$ cat config.mk
export PLATFORM = sky130hd
export DESIGN_NAME = krt_cell
export DESIGN_NICKNAME = d
export VERILOG_FILES = /design/src/hw/rtl/krt_pkg.sv /design/src/hw/rtl/krt_cell.sv
export SDC_FILE = /design/constraint.sdc
export NUM_CORES = 1
export LEC_CHECK = 0
export ABC_AREA = 1
export BUFFER_PORTS_ARGS = -buffer_cell sky130_fd_sc_hd__buf_2
export CAP_MARGIN = 20
export CELL_PAD_IN_SITES_DETAIL_PLACEMENT = 2
export CELL_PAD_IN_SITES_GLOBAL_PLACEMENT = 2
export CORE_AREA = 2 2 593 595
export DETAILED_ROUTE_END_ITERATION = 10
export DIE_AREA = 0 0 595 597
export PLACE_DENSITY_LB_ADDON = 0.25
export RECOVER_POWER = 100
export SKIP_CTS_REPAIR_TIMING = 1
export SYNTH_ARGS = -nofsm -noshare
export SYNTH_HDL_FRONTEND = slang
export SYNTH_SLANG_ARGS = --single-unit
$ cat constraint.sdc
create_clock -name clk_i -period 10.65 [get_ports clk_i]
set_input_delay 2.13 -clock clk_i [delete_from_list [all_inputs] [get_ports clk_i]]
set_output_delay 2.13 -clock clk_i [all_outputs]
set_load 0.02 [all_outputs]
$ cat src/hw/rtl/krt_pkg.sv
`timescale 1ns / 1ps
`default_nettype none
package krt_pkg;

  localparam int unsigned Entries    = 128;
  localparam int unsigned CntW       = $clog2(Entries + 1);
  localparam int unsigned KeyBytes   = 16;
  localparam int unsigned PhoneBytes = 16;
  localparam int unsigned MailBytes  = 32;

  typedef enum logic [1:0] {
    OP_ADD    = 2'd0,
    OP_LOOKUP = 2'd1,
    OP_CHANGE = 2'd2,
    OP_DELETE = 2'd3
  } op_e;

  typedef enum logic [2:0] {
    ST_ADDED    = 3'd0,
    ST_FULL     = 3'd1,
    ST_FOUND    = 3'd2,
    ST_NOTFOUND = 3'd3,
    ST_UPDATED  = 3'd4,
    ST_DELETED  = 3'd5
  } status_e;

  typedef enum logic [1:0] {
    FSM_IDLE,
    FSM_RUN,
    FSM_OUT
  } fsm_e;

  typedef struct packed {
    logic [1:0]  opcode;
    logic [63:0] key_hi;
    logic [63:0] key_lo;
    logic [63:0] phone_hi;
    logic [63:0] phone_lo;
    logic [63:0] mail_w0;
    logic [63:0] mail_w1;
    logic [63:0] mail_w2;
    logic [63:0] mail_w3;
  } req_t;

  typedef struct packed {
    logic [2:0]  status;
    logic [7:0]  entries_now;
    logic [63:0] found_phone_hi;
    logic [63:0] found_phone_lo;
    logic [63:0] found_mail_w0;
    logic [63:0] found_mail_w1;
    logic [63:0] found_mail_w2;
    logic [63:0] found_mail_w3;
  } rsp_t;

  typedef struct packed {
    logic [127:0] key;
    logic [127:0] phone;
    logic [255:0] mail;
  } rec_t;

  function automatic logic [127:0] canon2(input logic [127:0] w, input int unsigned lim);
    logic [127:0] r;
    logic         ended;
    r = w;
    ended = 1'b0;
    for (int i = 0; i < 16; i++) begin
      if (ended || i >= lim || w[127-8*i -: 8] == 8'd0) begin
        ended = 1'b1;
        r[127-8*i -: 8] = 8'd0;
      end
    end
    return r;
  endfunction

  function automatic logic [255:0] canon4(input logic [255:0] w, input int unsigned lim);
    logic [255:0] r;
    logic         ended;
    r = w;
    ended = 1'b0;
    for (int i = 0; i < 32; i++) begin
      if (ended || i >= lim || w[255-8*i -: 8] == 8'd0) begin
        ended = 1'b1;
        r[255-8*i -: 8] = 8'd0;
      end
    end
    return r;
  endfunction

endpackage
`default_nettype wire

$ cat src/hw/rtl/krt_cell.sv
`timescale 1ns / 1ps
`default_nettype none
// One record slot of the circular chain; head cell 0 is compared each cycle while the ring rotates.
module krt_cell (
  input  wire logic              clk_i,
  input  wire logic              rotate_i,
  input  wire logic              load_i,
  input  wire krt_pkg::rec_t     nbr_i,
  input  wire krt_pkg::rec_t     load_rec_i,
  output krt_pkg::rec_t          rec_o
);
  krt_pkg::rec_t rec_q, rec_d;

  always_comb begin
    rec_d = rec_q;
    if (load_i) begin
      rec_d = load_rec_i;
    end else if (rotate_i) begin
      rec_d = nbr_i;
    end
  end

  always_ff @(posedge clk_i) begin
    rec_q <= rec_d;
  end

  assign rec_o = rec_q;
endmodule
`default_nettype wire

Word level (Yosys, flattened, before mapping). Index checks and enable logic that the tools add are counted.

Register bits: 512. Input bits: 1027. Output and inout port bits: 512. Word-level logic and storage cells: 6.

Muxes and demuxes: 2. Reductions and logical operators: 1.

Operators by type and width (number): 512-bit 2-to-1 mux (2); 2-bit nonzero test (1).

Longest topological paths before layout. Gate-level depths: netlist (run 1).

Depth in word-level cells: 2. Mapped depth: 6.

Worst setup path before layout (run 1). Ideal clock, no wire load.

Kind: input port to flip-flop. From: input load_i. To: register rec_q (netlist bit rec_o[0]), enable pin. Setup time: 0.667 ns. Arrival time: 8.519 ns. Data required time: 9.983 ns. Path slack: 1.464 ns. Cell stages on the path: 3. Buffers on the path: 2. Cells stage by stage: buf_4 buf_4 or2_2.

Longest elaborated chain between the ends: 1.

Ends and longest elaborated chain: from (decl) (RTL line krt_cell.sv:7) `input wire logic load_i,`; 2-bit nonzero test (no source line); to (signal assigned) (RTL line krt_cell.sv:24) `rec_q <= rec_d;`; to (decl) (RTL line krt_cell.sv:12) `krt_pkg::rec_t rec_q, rec_d;`.

Every way passes these cells. A chain may end at the register's enable or synchronous reset.

==> results of run 1 <==
## power by group
| group | internal, mW | leakage, nW | switching (mW) |
|---|---|---|---|
| Sequential | 2.49 | 5.27 | 0.137 |
| Clock | 1.73 | 1.31 | 1.17 |
| Combinational | 0.291 | 9.27 | 0.979 |
| Total | 4.51 | 15.9 | 2.28 |
## critical path, cell delays in order
cell       delay (ns)
buf_8            0.33
clkbuf_1         1.65
clkinv_16        0.92
buf_4            0.59
clkbuf_1         1.11
buf_16           0.57
nand2_1          0.10
nand2_1          0.06
## routing by layer
metal / GRT usage / vias up / part of all wire
met5: 0 / - / 0.0022
met4: 0.0254 / 76 / 0.029
met3: 0.0555 / 288 / 0.11
met2: 0.202 / 1147 / 0.47
met1: 0.130 / 10553 / 0.38
li1: - / 10096 / -
## area by class of cell
type                    count  share of cell area
inverters                   1            0.000811
flip-flops and latches    512               0.415
multi-input cells        1537               0.156
repair buffers           1562               0.196
clock inverters            47              0.0146
well taps                4599               0.155
diodes                     37             0.00250
clock buffers             100              0.0590
## cell usage after synthesis
master / number / area [µm²]
nand2_1: 1536 / 5770
edfxtp_1: 512 / 15400
buf_2: 51 / 255
buf_6: 51 / 574
buf_4: 7 / 52.6
clkbuf_1: 3 / 11.3
buf_12: 1 / 20.0
inv_6: 1 / 8.76
or2_2: 1 / 6.26
## worst max-delay path by stage
stage	from	endpoint	slack, ns
after floorplan	load_i	rec_o[0]	1.46
after global placement	load_i	rec_o[6]	4.75
after detailed placement	load_i	rec_o[6]	4.73
after CTS	load_i	rec_o[271]	5.63
after global routing	load_i	rec_o[27]	2.85
final	load_i	rec_o[25]	3.29
## kinds of logic after synthesis
group,after synthesis,synth area share
simple gates,1537,0.262
flops,512,0.697
buf+inv,114,0.0418
## stage by stage
stage / setup WS, ns / cell area, µm² / instances / hold WS (ns) / total power, mW
2_1_floorplan: 1.46 / 22100 / 2163 / 2.31 / 3.12
3_3_place_gp: 4.75 / 34800 / 8210 / 2.39 / 4.07
3_5_place_dp: 4.73 / 34900 / 8211 / 2.40 / 4.06
4_1_cts: 5.63 / 37600 / 8358 / 1.49 / 7.09
5_1_grt: 2.85 / 37000 / 8374 / 1.54 / 7.13
6_report: 3.29 / 37000 / 8395 / 1.60 / 6.79
## placed cells by master, fill, tap and decap left out
master	instances
clkinvlp_4	5
inv_6	6
clkinv_1	18
clkbuf_16	85
clkinv_16	1
buf_4	13
clkbuf_1	535
buf_8	1
diode_2	37
or2_4	1
inv_16	1
clkinv_2	5
edfxtp_1	512
nand2_1	1536
buf_2	1025
clkinv_4	1
buf_12	2
bufinv_16	11
buf_16	1
==> results.py, run 1 <==
metrics = {
    "synth": {
        "synth.distinct_cells": 9,
        "ys.warnings.count": 0,
        "postSynthCellCount": 2163,
        "ys_ff_latch": 512,
        "synth_area_mm2": 0.0221,
        "syn-num-nets": 3190,
        "ys_seq_area_frac": 0.697,
        "synth_area_per_cell_um2": 10.2,
    },
    "hold_path": {
        "hold-path-cell-count": 3,
        "min_to": "rec_o[33]",
        "hp-start": "nbr_i[33]",
        "hold_path_class": "input pin to flop",
    },
    "power": {
        "powerDensity_mw_per_mm2": 183,
        "p_leak_nw": 15.9,
        "ir_drop_mv": 0.112,
    },
    "final_layout": {
        "drive_gt1_frac": 0.308,
        "post-route-util": 0.106,
        "area.sequential_mm2": 0.0154,
        "num-fill-cells": 41403,
        "multi_input_area_mm2": 0.00577,
        "area_growth_pct": 67.7,
        "nNetsFinal": 4725,
        "largest_reg_flops": 512,
    },
    "sta": {
        "fmax_mhz": 136,
        "tns_ns": 0,
        "slew_headroom": -1.01,
        "finalMaxSlewViolations": 261,
        "rsz0062_at_grt": "false",
        "finalHoldViolCount": 0,
        "period_share": 0.691,
        "finalSetupViolations": 0,
        "min_period_ns": 7.36,
        "worst_pin_slew_ns": 3.02,
    },
    "clock_tree": {
        "cts-root-buf": "clkbuf_16",
        "cts_buffers": 84,
        "cts_buffer_depth": 4,
        "cts_tree": "built",
        "htree_levels": 3,
        "cts.clk_slew.worst_paths_ns": 0.06,
        "clock-sinks": 512,
    },
    "global_routing": {
        "antenna_found_initial": 130,
        "grt_remaining_overflow": 0,
        "grt_max_degree": 136,
        "grt_pass1_vias": 24162,
        "grt_use_total": 0.117,
        "grt_pass1_wl_um": 270000,
    },
    "detailed_routing": {
        "drt_wl_total_um": 217000,
        "first_pass_iters": 7,
        "wl_per_cell_um": 25.9,
        "viasPerCell": 2.64,
        "vias": 22160,
        "drt_iter0_markers": 1245,
        "drc": 0,
        "ant_nets": 0,
    },
    "critical_path": {
        "critPathMaxFanout": 125,
        "worstPathArrival_ns": 7.86,
        "required_ns": 11.15,
        "critPathKind": "input pin to flop",
        "cp-end-kind": "flop",
        "critPathLaunchType": "input pin",
    },
    "floorplan": {
        "dieArea_mm2": 0.355,
        "die_h_um": 597,
        "core-area_mm2": 0.349,
        "initial_core_util": 0.0633,
        "dieWidth_um": 595,
        "rows": 217,
        "pin_count": 1539,
    },
    "placed_design": {
        "gp_congestion": 0.880,
        "dpl.hpwl_um": 186000,
        "port_buffers": 1538,
    },
    "run_status": {
        "violations": "capacitance limit, slew limit",
        "status": "finished with violations",
    },
    "flow_run": {
        "drv_cap": 6,
    },
}
Note: power is estimated with default switching activity, not from simulation.
==> run 2: changes to the inputs <==
- CORE_AREA: 2 2 593 595 -> 2 2 603 605
- DIE_AREA: 0 0 595 597 -> 0 0 605 607
- clock period: 10.65 -> 5.93 ns (I/O delays scaled with it)
==> run 2 against run 1 <==
Global-route usage is 0.83 points higher. Non-clock buffer count increased by 8. Power rose by 73%. Cell count rose by 2.1%. Critical path type unchanged. Flip-flop and latch count unchanged. The run still ends with capacitance limit, slew limit left.
==> results.py, run 2 (synthesis gave the netlist of run 1 again) <==
metrics = {
    "clock_tree": {
        "cts-root-buf": "clkbuf_16",
        "cts.clk_slew.worst_paths_ns": 0.06,
        "cts_buffers": 82,
        "cts_tree": "built",
        "htree_levels": 3,
        "clock-sinks": 512,
        "cts_buffer_depth": 4,
    },
    "floorplan": {
        "pin_count": 1539,
        "dieArea_mm2": 0.367,
        "core-area_mm2": 0.361,
        "die_h_um": 607,
        "rows": 221,
        "dieWidth_um": 605,
        "initial_core_util": 0.0612,
    },
    "sta": {
        "period_share": 0.680,
        "slew_headroom": -0.161,
        "fmax_mhz": 248,
        "tns_ns": 0,
        "finalSetupViolations": 0,
        "finalHoldViolCount": 0,
        "worst_pin_slew_ns": 1.74,
        "finalMaxSlewViolations": 18,
        "min_period_ns": 4.03,
        "rsz0062_at_grt": "false",
    },
    "global_routing": {
        "use_met1": 0.131,
        "grt_max_degree": 209,
        "grt_use_total": 0.126,
        "grt_remaining_overflow": 0,
        "busiest_layer": "met2",
        "grt_pass1_vias": 23894,
        "grt_pass1_wl_um": 292000,
        "use_met3": 0.0640,
        "grtUsageMet2": 0.229,
        "antenna_found_initial": 96,
    },
    "critical_path": {
        "cp-end-kind": "flop",
        "critPathMaxFanout": 210,
        "critPathLaunchType": "input pin",
        "worstPathArrival_ns": 4.51,
        "critPathKind": "input pin to flop",
        "required_ns": 6.41,
    },
    "final_layout": {
        "drive_gt1_frac": 0.305,
        "post_layout_nonfiller_instances": 8574,
        "nNetsFinal": 4731,
        "layout_common_cells": "nand2_1, buf_2, clkbuf_1, edfxtp_1, clkbuf_16",
        "layout_commonest_cell": "nand2_1",
        "largest_reg_flops": 512,
        "area_growth_pct": 67.5,
    },
    "run_status": {
        "violations": "capacitance limit, slew limit",
        "status": "finished with violations",
    },
    "flow_run": {
        "drv_cap": 1,
    },
    "detailed_routing": {
        "first_pass_iters": 5,
        "drt_wl_total_um": 241000,
        "drc": 0,
        "wl_per_cell_um": 28.1,
        "drt_iter0_markers": 1183,
        "vias": 22211,
        "ant_nets": 0,
        "viasPerCell": 2.59,
    },
    "power": {
        "p_sw_frac": 0.356,
        "seq_power_share": 0.401,
        "p_leak_nw": 15.7,
        "p_int_mw": 7.57,
        "clkPwrFrac": 0.391,
        "powerDensity_mw_per_mm2": 318,
        "p_sw_mw": 4.18,
        "p_comb_frac": 0.207,
        "ir_drop_mv": 0.181,
    },
    "hold_path": {
        "hold_path_class": "input pin to flop",
        "hold-path-cell-count": 3,
    },
    "placed_design": {
        "dpl.hpwl_um": 210000,
        "placedCellCount": 8414,
        "gp_congestion": 0.857,
        "port_buffers": 1538,
    },
}
==> run 2: cell types whose count changed in the layout (fill, tap and decap cells not counted), moves of 2 or more <==
cell	change
buf_12	+5
bufinv_16	-10
clkbuf_1	+9
clkbuf_16	-3
clkinv_1	+7
clkinv_2	+2
clkinv_8	+2
diode_2	-21
inv_6	-5
==> run 2: power groups by stage <==
stage	logic, mW	clock network [mW]	registers (mW)
after floorplan	0.406	0	5.18
after global placement	2.72	0	4.80
after detailed placement	2.71	0	4.79
after CTS	2.73	4.89	4.73
after global routing	2.68	4.97	4.77
final	2.43	4.60	4.71
==> run 2: final timing paths <==
| check | startpoint | endpoint | slack (ns) |
|---|---|---|---|
| min | nbr_i[60] | rec_o[60] | 0.65 |
| max | load_i | rec_o[30] | 1.90 |
==> run 2: cell type report <==
cell class | instances | area [µm²]
clock inverter | 44 | 285
tap | 4794 | 6000
inverter | 1 | 30.0
multi-input combinational | 1537 | 5770
clock buffer | 100 | 2120
fill | 42905 | 324000
sequential | 512 | 15400
timing repair buffer | 1570 | 7330
antenna | 16 | 40.0
==> run 2: metal layers <==
layer,wire length [µm],vias up
met4,3920,48
met5,284,-
li1,-,10073
met2,123000,963
met3,28300,260
met1,85300,10867
==> run 2: critical path, stage by stage <==
cell and delay, ns:
clkbuf_1 1.21, clkinv_16 0.86, buf_4 0.63, nand2_1 0.13, nand2_1 0.12
==> run 2: metrics by stage <==
step           hold slack (ns)  setup WS, ns  power (mW)  area (µm²)    util
2_1_floorplan             1.36         0.282        5.59       22100       -
3_3_place_gp              1.45          2.56        7.52       35200  0.0976
3_5_place_dp              1.46          2.52        7.51       35200  0.0976
4_1_cts                  0.538          2.88        12.4       37600   0.104
5_1_grt                  0.578          1.61        12.4       36900   0.102
6_report                 0.654          1.90        11.7       37000   0.102
==> run 3: changes to the inputs <==
- clock period: 5.93 -> 3.62 ns (I/O delays scaled with it)
==> run 3 against run 2 <==
The run still ends with capacitance limit, slew limit left. Die area is the same. Power grew 72%. Clock-buffer cell count unchanged. Global-route usage up 0.28 points. Via count increased by 1.7%. Worst hold slack lost 0.48 ns.
==> results.py, run 3 (synthesis gave the netlist of run 1 again) <==
metrics = {
    "detailed_routing": {
        "drt_wl_total_um": 246000,
        "drc": 0,
        "ant_nets": 0,
        "wl_per_cell_um": 28.6,
        "viasPerCell": 2.63,
        "first_pass_iters": 5,
        "drt_iter0_markers": 1247,
        "vias": 22589,
    },
    "clock_tree": {
        "clock-sinks": 512,
        "cts_buffers": 86,
        "cts_tree": "built",
        "htree_levels": 3,
        "cts_buffer_depth": 4,
        "cts.clk_slew.worst_paths_ns": 0.06,
        "cts-root-buf": "clkbuf_16",
    },
    "global_routing": {
        "grt_pass1_vias": 24386,
        "grt_use_total": 0.128,
        "antenna_found_initial": 127,
        "grt_pass1_wl_um": 298000,
        "grt_max_degree": 152,
        "grt_remaining_overflow": 0,
    },
    "sta": {
        "worst_pin_slew_ns": 2.22,
        "rsz0062_at_grt": "false",
        "finalHoldViolCount": 0,
        "tns_ns": 0,
        "slew_headroom": -0.477,
        "period_share": 0.793,
        "min_period_ns": 2.87,
        "finalMaxSlewViolations": 159,
        "fin_hold_ws_ns": 0.178,
        "fmax_mhz": 348,
        "setup_ws_ns": 0.750,
        "finalSetupViolations": 0,
    },
    "final_layout": {
        "layout_common_cells": "nand2_1, buf_2, clkbuf_1, edfxtp_1, clkbuf_16",
        "area_growth_pct": 70.6,
        "nNetsFinal": 4757,
        "drive_gt1_frac": 0.314,
        "layout_commonest_cell": "nand2_1",
        "largest_reg_flops": 512,
        "multi_input_area_mm2": 0.00577,
        "post-route-util": 0.104,
        "final_area_mm2": 0.0376,
        "post_layout_nonfiller_instances": 8601,
        "num-fill-cells": 42712,
        "area.sequential_mm2": 0.0154,
    },
    "floorplan": {
        "core-area_mm2": 0.361,
        "initial_core_util": 0.0612,
        "dieArea_mm2": 0.367,
        "rows": 221,
        "die_h_um": 607,
        "dieWidth_um": 605,
        "pin_count": 1539,
    },
    "power": {
        "powerDensity_mw_per_mm2": 536,
        "p_int_mw": 13.2,
        "seq_power_share": 0.384,
        "p_comb_frac": 0.201,
        "p_leak_nw": 16.1,
        "p_sw_mw": 7.01,
        "ir_drop_mv": 0.321,
        "power_mw": 20.2,
        "p_sw_frac": 0.348,
        "clkPwrFrac": 0.415,
    },
    "critical_path": {
        "required_ns": 4.28,
        "cp-end-kind": "flop",
        "worstPathArrival_ns": 3.53,
        "critPathKind": "input pin to flop",
        "critPathLaunchType": "input pin",
        "critPathMaxFanout": 151,
    },
    "placed_design": {
        "dpl-instance-area_mm2": 0.0356,
        "placedCellCount": 8436,
        "port_buffers": 1538,
        "dpl.hpwl_um": 216000,
        "gp_congestion": 0.824,
        "dpl_worst_slack_ns": 0.728,
    },
    "run_status": {
        "violations": "capacitance limit, slew limit",
        "status": "finished with violations",
    },
    "hold_path": {
        "hold_path_class": "input pin to flop",
    },
    "flow_run": {
        "drv_cap": 2,
    },
}
[run 3: changes by cell type in the layout (fill, tap and decap cells not counted), sizes merged, moves of 3 or more]
cell    previous run  this run
buf             1044      1072
clkbuf           626       620
bufinv             1         8
diode             16        19
clkinv            38        31
[run 3: metal layers]
layer,GRT usage,vias up,share of wire
met5,0,-,0.0019
met3,0.0559,325,0.097
met1,0.140,11065,0.38
met4,0.0221,70,0.021
met2,0.231,976,0.50
li1,-,10153,-
[run 3: power groups by stage]
stage	sequential (mW)	clock [mW]	combinational (mW)
global placement	7.88	0	4.50
detailed placement	7.87	0	4.50
global route	7.82	8.99	4.43
CTS	7.77	8.89	4.52
finish	7.74	8.37	4.05
floorplan	8.49	0	0.668
[run 3: path summary, 6_finish.rpt]
check,to,cells past startpoint,from,slack (ns)
worst max-delay path,rec_o[429],5,load_i,0.75
worst min-delay path,rec_o[144],3,nbr_i[144],0.18
[run 3: critical path, cell delays in order]
cell     delay, ns
buf_8         0.19
inv_4         1.42
buf_4         0.74
nand2_1       0.15
nand2_1       0.10
[run 3: area by class of cell]
class / count / area share
multi-input combinational: 1537 / 0.153
clock inverter: 46 / 0.0125
sequential: 512 / 0.408
clock buffer: 100 / 0.0591
timing repair buffer: 1592 / 0.206
tap: 4794 / 0.159
antenna: 19 / 0.00126
inverter: 1 / 0.000166
